**config.mk**
```make
export PLATFORM = sky130hd
export DESIGN_NAME = fit_policy_block_allocator
export DESIGN_NICKNAME = d
export VERILOG_FILES = /design/src/sv/fpba_pkg.sv /design/src/sv/fpba_pick.sv /design/src/sv/fit_policy_block_allocator.sv
export SDC_FILE = /design/constraint.sdc
export NUM_CORES = 1
export LEC_CHECK = 0
export ABC_AREA = 0
export BUFFER_PORTS_ARGS = -buffer_cell sky130_fd_sc_hd__buf_4
export CAP_MARGIN = 10
export CELL_PAD_IN_SITES_DETAIL_PLACEMENT = 2
export CELL_PAD_IN_SITES_GLOBAL_PLACEMENT = 2
export CORE_MARGIN = 2
export CORE_UTILIZATION = 51
export DETAILED_ROUTE_END_ITERATION = 7
export PLACE_DENSITY_LB_ADDON = 0.1
export REMOVE_ABC_BUFFERS = 1
export SETUP_SLACK_MARGIN = 0.4
export SYNTH_ARGS = -nofsm -noshare
export SYNTH_HDL_FRONTEND = slang
export SYNTH_SLANG_ARGS = --single-unit
```
**constraint.sdc**
```tcl
create_clock -name clk -period 8.55 [get_ports clk]
set_clock_uncertainty 0.05 [all_clocks]
set_input_delay 0.855 -clock clk [delete_from_list [all_inputs] [get_ports clk]]
set_output_delay 0.855 -clock clk [all_outputs]
set_load 0.01 [all_outputs]
```
**src/sv/fpba_pkg.sv**
```systemverilog
// shared types, codes and defaults for the fit policy block allocator
`default_nettype none

package fpba_pkg;

  localparam int MAX_BLOCKS_DEF = 32;
  localparam int SIZE_BITS_DEF  = 16;

  localparam int TOTAL_BITS = 21;
  localparam logic [TOTAL_BITS-1:0] TOTAL_MAX = {TOTAL_BITS{1'b1}};

  localparam int CFG_DATA_BITS  = 6;
  localparam int CFG_INDEX_BITS = 2;

  localparam logic [CFG_INDEX_BITS-1:0] CFG_POLICY        = 2'd0;
  localparam logic [CFG_INDEX_BITS-1:0] CFG_BLOCKS_IN_USE = 2'd1;
  localparam logic [CFG_INDEX_BITS-1:0] CFG_ONE_PER_BLOCK = 2'd2;

  localparam logic [1:0] POL_BEST  = 2'd0;
  localparam logic [1:0] POL_FIRST = 2'd1;
  localparam logic [1:0] POL_NEXT  = 2'd2;
  localparam logic [1:0] POL_WORST = 2'd3;

  localparam logic OP_LOAD  = 1'b0;
  localparam logic OP_ALLOC = 1'b1;

  localparam logic [1:0] POLICY_RST        = POL_BEST;
  localparam logic [5:0] BLOCKS_IN_USE_RST = 6'd32;
  localparam logic       ONE_PER_BLOCK_RST = 1'b1;

  typedef struct packed {
    logic        op;
    logic [4:0]  block_index;
    logic [15:0] amount;
  } request_t;

  typedef struct packed {
    logic                  granted;
    logic [4:0]            chosen_block;
    logic [TOTAL_BITS-1:0] total_used;
  } result_t;

endpackage

`default_nettype wire

```
**src/sv/fpba_pick.sv**
```systemverilog
// running pick of the fit search, one table entry per cycle
`default_nettype none

module fpba_pick #(
  parameter int MAX_BLOCKS = fpba_pkg::MAX_BLOCKS_DEF,
  parameter int SIZE_BITS  = fpba_pkg::SIZE_BITS_DEF
) (
  input  wire logic                          clk,
  input  wire logic                          rst,
  input  wire logic                          clear,
  input  wire logic                          valid,
  input  wire logic [$clog2(MAX_BLOCKS)-1:0] tag,
  input  wire logic                          used,
  input  wire logic [SIZE_BITS-1:0]          size,
  input  wire logic [SIZE_BITS-1:0]          req,
  input  wire logic [1:0]                    policy,
  output logic                               pick_valid,
  output logic [$clog2(MAX_BLOCKS)-1:0]      pick_idx,
  output logic [SIZE_BITS-1:0]               pick_size
);

  logic fit;
  logic better;
  logic take;

  always_comb begin
    fit = !used && (size >= req);
    case (policy)
      fpba_pkg::POL_BEST:  better = size < pick_size;
      fpba_pkg::POL_WORST: better = size > pick_size;
      default:             better = 1'b0;
    endcase
    take = valid && fit && (!pick_valid || better);
  end

  always_ff @(posedge clk) begin
    if (rst) begin
      pick_valid <= 1'b0;
    end else if (clear) begin
      pick_valid <= 1'b0;
    end else if (take) begin
      pick_valid <= 1'b1;
      pick_idx   <= tag;
      pick_size  <= size;
    end
  end

endmodule

`default_nettype wire

```
**src/sv/fit_policy_block_allocator.sv**
```systemverilog
// top level of the fit policy block allocator: block table, search sequencer, totals
`default_nettype none

// A load request is written into the block table at once and its result pulses done in
// the next cycle. An allocate request scans m blocks, where m is blocks_in_use saturated
// to MAX_BLOCKS: the table sits in one synchronous memory with a single read port, so the
// search reads one block per cycle, then settles its last compare and writes back the
// chosen block and the total. With m equal to zero the request misses at once, with done
// pulsing in the next cycle. After reset a clearing pass over all MAX_BLOCKS entries
// resets the used marks, with busy high meanwhile. Each result is shown on result for
// exactly the one cycle that done is high and the receiver cannot stall it.
// Configuration writes belong to idle periods.

module fit_policy_block_allocator #(
  parameter int MAX_BLOCKS = fpba_pkg::MAX_BLOCKS_DEF,
  parameter int SIZE_BITS  = fpba_pkg::SIZE_BITS_DEF
) (
  input  wire logic                                clk,
  input  wire logic                                rst,
  input  wire logic                                start,
  output logic                                     busy,
  input  wire fpba_pkg::request_t                  request,
  output logic                                     done,
  output fpba_pkg::result_t                        result,
  input  wire logic                                cfg_we,
  input  wire logic [fpba_pkg::CFG_INDEX_BITS-1:0] cfg_index,
  input  wire logic [fpba_pkg::CFG_DATA_BITS-1:0]  cfg_data
);

  localparam int IW   = $clog2(MAX_BLOCKS);
  localparam int CW   = $clog2(MAX_BLOCKS + 1);
  localparam int SW   = SIZE_BITS;
  localparam int TB   = fpba_pkg::TOTAL_BITS;
  localparam int SUMW = ((SW > TB) ? SW : TB) + 1;

  typedef enum logic [1:0] {ST_CLEAR, ST_IDLE, ST_SCAN, ST_UPDATE} state_t;

  state_t          state;
  logic [IW-1:0]   clr_addr;
  logic [IW-1:0]   addr;
  logic [CW-1:0]   cnt;
  logic            rd_pend;
  logic [IW-1:0]   rd_tag;
  logic [SW:0]     rd_word;
  logic [SW-1:0]   req_amt;
  logic [IW-1:0]   last_chosen;
  logic [TB-1:0]   total;

  logic [1:0]      policy;
  logic [5:0]      blocks_in_use;
  logic            one_per_block;

  logic [SW:0]     mem [MAX_BLOCKS];

  logic            accept;
  logic            load_ok;
  logic [SW-1:0]   amt_in;
  logic [CW-1:0]   m;
  logic [IW-1:0]   scan_start;
  logic [IW-1:0]   addr_next;
  logic            rd_en;
  logic            mem_we;
  logic [IW-1:0]   mem_waddr;
  logic [SW:0]     mem_wdata;
  logic [SUMW-1:0] sum;
  logic [TB-1:0]   total_next;

  logic            pick_valid;
  logic [IW-1:0]   pick_idx;
  logic [SW-1:0]   pick_size;

  assign busy   = (state != ST_IDLE);
  assign accept = start && !busy;

  always_comb begin
    amt_in  = SW'(request.amount);
    load_ok = (32'(request.block_index) < MAX_BLOCKS);

    if (32'(blocks_in_use) > MAX_BLOCKS) begin
      m = CW'(MAX_BLOCKS);
    end else begin
      m = CW'(blocks_in_use);
    end

    if ((policy == fpba_pkg::POL_NEXT) && (CW'(last_chosen) < m)) begin
      scan_start = last_chosen;
    end else begin
      scan_start = '0;
    end

    if (CW'(addr) == (m - CW'(1))) begin
      addr_next = '0;
    end else begin
      addr_next = addr + IW'(1);
    end

    rd_en = (state == ST_SCAN) && (cnt != m);

    sum = SUMW'(total) + SUMW'(req_amt);
    if (sum > SUMW'(fpba_pkg::TOTAL_MAX)) begin
      total_next = fpba_pkg::TOTAL_MAX;
    end else begin
      total_next = TB'(sum);
    end

    mem_we    = 1'b0;
    mem_waddr = pick_idx;
    mem_wdata = {one_per_block, pick_size - req_amt};
    case (state)
      ST_CLEAR: begin
        mem_we    = 1'b1;
        mem_waddr = clr_addr;
        mem_wdata = '0;
      end
      ST_IDLE: begin
        mem_we    = accept && (request.op == fpba_pkg::OP_LOAD) && load_ok;
        mem_waddr = IW'(request.block_index);
        mem_wdata = {1'b0, amt_in};
      end
      ST_UPDATE: begin
        mem_we = pick_valid;
      end
      default: begin
        mem_we = 1'b0;
      end
    endcase
  end

  always_ff @(posedge clk) begin
    if (mem_we) begin
      mem[mem_waddr] <= mem_wdata;
    end
  end

  always_ff @(posedge clk) begin
    if (rd_en) begin
      rd_word <= mem[addr];
    end
  end

  fpba_pick #(
    .MAX_BLOCKS (MAX_BLOCKS),
    .SIZE_BITS  (SIZE_BITS)
  ) u_pick (
    .clk        (clk),
    .rst        (rst),
    .clear      (accept && (request.op == fpba_pkg::OP_ALLOC)),
    .valid      (rd_pend),
    .tag        (rd_tag),
    .used       (rd_word[SW]),
    .size       (rd_word[SW-1:0]),
    .req        (req_amt),
    .policy     (policy),
    .pick_valid (pick_valid),
    .pick_idx   (pick_idx),
    .pick_size  (pick_size)
  );

  always_ff @(posedge clk) begin
    if (rst) begin
      state         <= ST_CLEAR;
      clr_addr      <= '0;
      cnt           <= '0;
      rd_pend       <= 1'b0;
      done          <= 1'b0;
      last_chosen   <= '0;
      total         <= '0;
      policy        <= fpba_pkg::POLICY_RST;
      blocks_in_use <= fpba_pkg::BLOCKS_IN_USE_RST;
      one_per_block <= fpba_pkg::ONE_PER_BLOCK_RST;
    end else begin
      done <= 1'b0;

      if (cfg_we) begin
        case (cfg_index)
          fpba_pkg::CFG_POLICY:        policy        <= cfg_data[1:0];
          fpba_pkg::CFG_BLOCKS_IN_USE: blocks_in_use <= cfg_data;
          fpba_pkg::CFG_ONE_PER_BLOCK: one_per_block <= cfg_data[0];
          default: ;
        endcase
      end

      case (state)
        ST_CLEAR: begin
          clr_addr <= clr_addr + IW'(1);
          if (32'(clr_addr) == MAX_BLOCKS - 1) begin
            state <= ST_IDLE;
          end
        end
        ST_IDLE: begin
          if (accept) begin
            req_amt <= amt_in;
            if ((request.op == fpba_pkg::OP_ALLOC) && (m != '0)) begin
              state <= ST_SCAN;
              addr  <= scan_start;
              cnt   <= '0;
            end else begin
              done                <= 1'b1;
              result.granted      <= 1'b0;
              result.chosen_block <= '0;
              result.total_used   <= total;
            end
          end
        end
        ST_SCAN: begin
          if (cnt != m) begin
            rd_pend <= 1'b1;
            rd_tag  <= addr;
            addr    <= addr_next;
            cnt     <= cnt + CW'(1);
          end else begin
            rd_pend <= 1'b0;
            state   <= ST_UPDATE;
          end
        end
        ST_UPDATE: begin
          state          <= ST_IDLE;
          done           <= 1'b1;
          result.granted <= pick_valid;
          if (pick_valid) begin
            last_chosen         <= pick_idx;
            total               <= total_next;
            result.chosen_block <= 5'(pick_idx);
            result.total_used   <= total_next;
          end else begin
            result.chosen_block <= '0;
            result.total_used   <= total;
          end
        end
        default: begin
          state <= ST_IDLE;
        end
      endcase
    end
  end

endmodule

`default_nettype wire

```
==> results of run 1 <==
==> cell usage after synthesis, types with 3 or more instances <==
master     instances
or3_1              6
nand3_1           15
nor2b_1           14
or4_1              3
mux2_2             4
nand3b_1           4
mux4_2            68
o31ai_1           10
o21ai_0           51
and2_1            18
o22ai_1           18
a211oi_1           9
mux2i_1          150
o21bai_1           5
xnor2_1           23
nand4_1            6
a21oi_1           58
clkbuf_1          44
o211ai_1           4
nor3_1            18
o221ai_1          85
nor4_1             5
and3_1             4
a21o_1             9
a22oi_1            4
ha_1              81
xor2_1            14
o2bb2ai_1          5
nand2b_1          13
edfxtp_1         635
o22a_1            13
nand2_1          133
buf_1             17
a31oi_1            8
buf_2             20
inv_1             59
o21ai_1            5
o21a_1            11
nor2_1            83
a221oi_1           5
a22o_1             7
dfxtp_1           51
==> cells by family after synthesis <==
kind of cell    synth area share [%]
flops                           69.1
compound gates                  8.42
simple gates                    5.17
mux                             10.6
buf+inv                         1.96
fa+ha+maj                       3.62
xor+xnor                        1.11
==> flip-flops by register name, indices dropped and copies added, names as in the netlist, 6 cells and up <==
register          count
u_pick.pick_size     16
result               27
total                21
rd_word              17
mem                 544
blocks_in_use         6
cnt                   6
req_amt              16
==> routing by layer <==
| layer | GRT usage, % | part of all wire (%) |
|---|---|---|
| met5 | 0 | 0.014 |
| met4 | 13.0 | 3.9 |
| met3 | 6.65 | 6.9 |
| met2 | 59.1 | 50 |
| met1 | 45.9 | 39 |
==> cell usage in the layout (no fill, tap or decap), drive strengths merged, types with 9 or more instances in the layout <==
| cell | synthesis | final |
|---|---|---|
| o21ai | 56 | 56 |
| mux2i | 150 | 150 |
| dfxtp | 51 | 51 |
| xnor2 | 23 | 23 |
| nand2 | 133 | 133 |
| o22ai | 19 | 19 |
| inv | 59 | 61 |
| ha | 81 | 81 |
| a21o | 9 | 9 |
| xor2 | 14 | 14 |
| nand3 | 15 | 15 |
| nor2b | 14 | 14 |
| buf | 38 | 114 |
| o221ai | 85 | 85 |
| a211oi | 9 | 9 |
| a21oi | 58 | 58 |
| nor2 | 84 | 84 |
| o22a | 13 | 13 |
| clkinv | 2 | 25 |
| o31ai | 11 | 11 |
| nand2b | 13 | 13 |
| clkbuf | 44 | 95 |
| o21a | 12 | 12 |
| edfxtp | 635 | 635 |
| mux4 | 68 | 68 |
| and2 | 18 | 18 |
| nor3 | 18 | 18 |
==> critical path, stage by stage, from the launching register on <==
cell and delay [ns]:
dfxtp_1 0.36, inv_1 0.17, ha_2 0.81, nand2_1 0.26
o211ai_1 0.36, o21ai_0 0.17, nor2_1 0.33, nand2_1 0.41
nor2_2 1.00
==> report_power, final <==
part / internal [uW] / switching [uW] / leakage (uW) / total [uW]
Combinational: 404 / 1330 / 0.00424 / 1730
Clock: 1880 / 1440 / 0.00116 / 3320
Sequential: 4300 / 130 / 0.00632 / 4430
Total: 6580 / 2900 / 0.0117 / 9480
==> path summary, 6_finish.rpt <==
path                     from            endpoint  slack [ns]  cells after the start
setup reg to reg     state[1]         mem[27][11]        4.21                      8
setup / recovery     state[1]         mem[27][11]        4.21                      8
hold / removal    request[15]         req_amt[15]        0.38                      1
hold reg to reg     rd_tag[1]  u_pick.pick_idx[1]        0.38                      0
==> final cells by class <==
type | count | area share, %
Clock inverter | 34 | 1.24
Tap cell | 756 | 2.86
Antenna cell | 2 | 0.0151
Inverter | 61 | 0.692
Clock buffer | 95 | 5.96
Multi-Input combinational cell | 1012 | 25.9
Timing Repair Buffer | 114 | 2.68
Sequential cell | 686 | 60.7
==> metrics by stage <==
step	area (um^2)	setup slack (ns)
4_1_cts	33100	4.17
3_5_place_dp	30700	4.36
2_1_floorplan	28700	0.0242
3_3_place_gp	30700	4.70
6_report	33100	4.21
5_1_grt	33100	3.99
==> impl_metrics.py, run 1 <==
metrics = {
    "floorplanning": {
        "die_x_um": 243,
        "coreArea_mm2": 0.0564,
        "io-pin-count": 63,
        "start_util_pct": 51.6,
        "die_y_um": 243,
        "dieArea_mm2": 0.0589,
        "core.rowCount": 87,
    },
    "run_status": {
        "outcome": "completed",
    },
    "grt": {
        "grt_antenna_before_repair": 2,
        "grtUsageTotal_pct": 35.2,
        "grt_overflow": 0,
        "grt_max_degree": 113,
        "grt_pass1_vias": 19884,
        "grt_pass1_wl_um": 148000,
    },
    "sta": {
        "rsz0062_at_grt": "false",
        "final-max-slew-violation-count": 0,
        "min_period_ns": 4.34,
        "maxSlewHeadroom_pct": 13.9,
        "hold_viol": 0,
        "max_freq_ghz": 0.230,
        "tightest_slew_ns": 1.29,
        "post-route-period-util_pct": 50.8,
        "timing.hold.ws_ns": 0.376,
        "setup_tns_ns": 0,
        "setup_viol": 0,
    },
    "cells_and_area": {
        "syn_to_final_growth_pct": 13.8,
        "multi_input_area_mm2": 0.00856,
        "fin_cells": 2760,
        "final_nets": 2065,
        "postLayoutCoreUtil_pct": 58.7,
        "drive_gt1_share_pct": 16.3,
        "final-seq-area_mm2": 0.0201,
        "filler_cell_count": 4806,
    },
    "critical_path": {
        "critPathKind": "flip-flop to flip-flop",
        "endpoint_kind": "flip-flop",
        "crit_required_ns": 8.74,
        "crit_arrival_ns": 4.53,
        "critPathMaxFanout": 39,
        "start_kind": "flip-flop",
    },
    "synthesis": {
        "netlist_area_mm2": 0.0291,
        "ys_seq_elements": 686,
        "synth_area_leader_cell": "edfxtp_1",
        "synth_edf_count": 635,
        "synthCells": 1841,
        "synth_cell_type_count": 75,
        "synth_flop_cell": "edfxtp_1",
        "ys_seq_area_share_pct": 69.1,
        "ys_async_sr_fraction_pct": 0,
        "yosysWarnings": 0,
        "ys_top_cells_by_area": "edfxtp_1 66%, mux4_2 5.3%, mux2i_1 5.2%",
        "yosys.area.top_type_share_pct": 65.6,
        "syn_area_per_cell_um2": 15.8,
    },
    "clocking": {
        "htreeDepth": 3,
        "cts_root_buffer": "clkbuf_16",
        "cts.path.max_buffers": 3,
        "postCtsHoldBufs": 0,
        "cts_setup_buffers": 0,
        "ctsResizeCount": 0,
        "cts.sink_count": 686,
        "clk_pin_slew_ns": 0.06,
        "cts_tree": "yes",
        "cts_buffers": 73,
        "clk_latency_ns": 0.64,
    },
    "pwr": {
        "leakagePower_uw": 0.0117,
        "ir_drop_mv": 0.203,
        "totalPowerFinal_uw": 9480,
        "p_per_area_mw_per_mm2": 286,
    },
    "placed_design": {
        "port_buffers": 62,
        "gp_congestion": 0.838,
        "hpwl_um": 61600,
        "dp.cells": 2627,
    },
    "min_path": {
        "hold_path_class": "input port to flip-flop",
    },
    "routing": {
        "drc": 0,
        "routed-via-count": 18325,
        "ant_nets": 0,
        "drt_wl_total_um": 103000,
        "dr.pass1.iters": 5,
        "post_drt_wl_per_cell_um": 37.2,
        "drtIter0Drc": 2082,
        "viasPerCell": 6.64,
    },
    "flow_run": {
        "drv_cap": 0,
    },
}
Note: power is estimated with default switching activity, not from simulation.
==> run 2: changes to the inputs <==
--- a/config.mk
+++ b/config.mk
@@ -11,7 +11,7 @@
 export CELL_PAD_IN_SITES_DETAIL_PLACEMENT = 2
 export CELL_PAD_IN_SITES_GLOBAL_PLACEMENT = 2
 export CORE_MARGIN = 2
-export CORE_UTILIZATION = 51
+export CORE_UTILIZATION = 42
 export DETAILED_ROUTE_END_ITERATION = 7
 export PLACE_DENSITY_LB_ADDON = 0.1
 export REMOVE_ABC_BUFFERS = 1
==> constraint.sdc (replaced) <==
create_clock -name clk -period 3.84 [get_ports clk]
set_clock_uncertainty 0.05 [all_clocks]
set_input_delay 0.384 -clock clk [delete_from_list [all_inputs] [get_ports clk]]
set_output_delay 0.384 -clock clk [all_outputs]
set_load 0.01 [all_outputs]
==> impl_metrics.py, run 2 (synthesis results as in run 1) <==
metrics = {
    "grt": {
        "grt_max_degree": 40,
        "grt_overflow": 0,
        "grt_antenna_before_repair": 2,
        "grt_pass1_wl_um": 129000,
        "grtUsageTotal_pct": 24.8,
        "grt_pass1_vias": 19263,
    },
    "routing": {
        "ant_nets": 0,
        "post_drt_wl_per_cell_um": 29.1,
        "dr.pass1.iters": 5,
        "viasPerCell": 5.82,
        "drtIter0Drc": 1318,
        "drc": 0,
        "routed-via-count": 17522,
        "drt_wl_total_um": 87600,
    },
    "sta": {
        "max_freq_ghz": 0.309,
        "tightest_slew_ns": 0.815,
        "setup_viol": 0,
        "maxSlewHeadroom_pct": 45.6,
        "final-max-slew-violation-count": 0,
        "setup_tns_ns": 0,
        "hold_viol": 0,
        "min_period_ns": 3.24,
        "post-route-period-util_pct": 84.3,
        "rsz0062_at_grt": "false",
        "layout_setup_ws_ns": 0.603,
    },
    "min_path": {
        "whs_path_depth": 3,
        "hold_path_class": "input port to flip-flop",
    },
    "pwr": {
        "totalPowerFinal_uw": 20500,
        "p_per_area_mw_per_mm2": 601,
        "ir_drop_mv": 0.455,
        "leakagePower_uw": 0.0121,
    },
    "critical_path": {
        "endpoint_kind": "flip-flop",
        "crit_required_ns": 4.12,
        "start_kind": "flip-flop",
        "critPathKind": "flip-flop to flip-flop",
        "crit_arrival_ns": 3.51,
        "ff2ff_path_depth": 9,
        "critPathMaxFanout": 32,
    },
    "cells_and_area": {
        "most-common-layout-cells": "635 x edfxtp_1, 150 x mux2i_1, 144 x buf_4",
        "largest_register_ffs": 544,
        "largest_register": "mem",
        "final_area_mm2": 0.0341,
        "final_common_cell": "edfxtp_1",
        "final-seq-area_mm2": 0.0201,
        "final_nets": 2137,
        "syn_to_final_growth_pct": 17.3,
        "antenna_cells": 0,
        "largestRegisters": "mem (544), result (27), total (21)",
        "filler_cell_count": 6226,
        "multi_input_area_mm2": 0.00861,
        "fin_cells": 3009,
        "drive_gt1_share_pct": 18.6,
    },
    "clocking": {
        "cts_tree": "yes",
        "clk_latency_ns": 0.64,
        "cts_buffers": 76,
        "clk_pin_slew_ns": 0.06,
        "cts_root_buffer": "clkbuf_16",
        "cts.sink_count": 686,
        "cts_setup_buffers": 0,
        "htreeDepth": 3,
        "cts.path.max_buffers": 3,
    },
    "floorplanning": {
        "io-pin-count": 63,
        "die_x_um": 267,
        "core.rowCount": 96,
        "die_y_um": 267,
        "dieArea_mm2": 0.0714,
        "coreArea_mm2": 0.0686,
        "start_util_pct": 42.4,
    },
    "placed_design": {
        "place_area_mm2": 0.0314,
        "hpwl_um": 57200,
        "port_buffers": 62,
        "place_ws_ns": 0.0315,
        "dp.cells": 2850,
        "gp_congestion": 0.804,
    },
    "flow_run": {
        "drv_cap": 0,
    },
    "run_status": {
        "outcome": "completed",
    },
}
-- run 2: cell count changes in the layout (fill, tap and decap cells not counted), moves of 5 or more --
cell           change
dlygate4sd3_1     +22
buf_4             +32
bufinv_16          -5
buf_12            +15
clkinv_1           +5
nor2_1             -8
-- run 2: routing by layer --
layer  vias up  routed length (um)  share of wire, %  GRT usage (%)
met1      9274               36200                41           31.7
met2       448               45200                52           43.6
met4         0                2690               3.1           8.08
met3       147                3450               3.9           3.50
met5         -                   0                 0              0
li1       7653                   -                 -              -
-- run 2: metrics by stage --
stage          hold WS [ns]  utilization (%)
2_1_floorplan         0.350                -
3_3_place_gp          0.355             45.9
3_5_place_dp          0.356             45.9
4_1_cts              0.0718             49.7
5_1_grt               0.127             49.8
6_report              0.101             49.8
-- run 2: final timing paths --
kind / from / end / slack, ns
setup / recovery: req_amt[0] / mem[22][8] / 0.60
hold / removal: start / done / 0.10
setup reg to reg: req_amt[0] / mem[22][8] / 0.60
hold reg to reg: rd_tag[1] / u_pick.pick_idx[1] / 0.37
-- run 2: critical path: stages (launching register included) --
cell,delay (ns)
edfxtp_1,0.42
ha_1,0.27
fa_1,0.41
nor2b_1,0.27
o2111ai_1,0.15
and4b_1,0.28
o21bai_1,0.16
a21oi_1,0.10
xnor2_1,0.15
a22o_2,0.66
-- run 2: cell type report --
class | instances | area share (%)
clock buffers | 97 | 6.02
clock inverters | 39 | 0.983
inverters | 61 | 0.671
multi-input cells | 1012 | 25.2
flip-flops and latches | 686 | 58.9
well taps | 931 | 3.41
repair buffers | 183 | 4.83
-- run 2: what timing repair did --
| item | 4_1_cts | 5_1_grt |
|---|---|---|
| resized for setup | 3 | 8 |
| endpoints found under the hold margin | 24 | 0 |
| hold buffers | 22 | 0 |
| endpoints found under the setup margin | 96 | 520 |
-- run 2: power breakdown --
group	internal (uW)	switching, uW
Sequential	9550	224
Clock	4000	3060
Combinational	1090	2590
Total	14600	5880
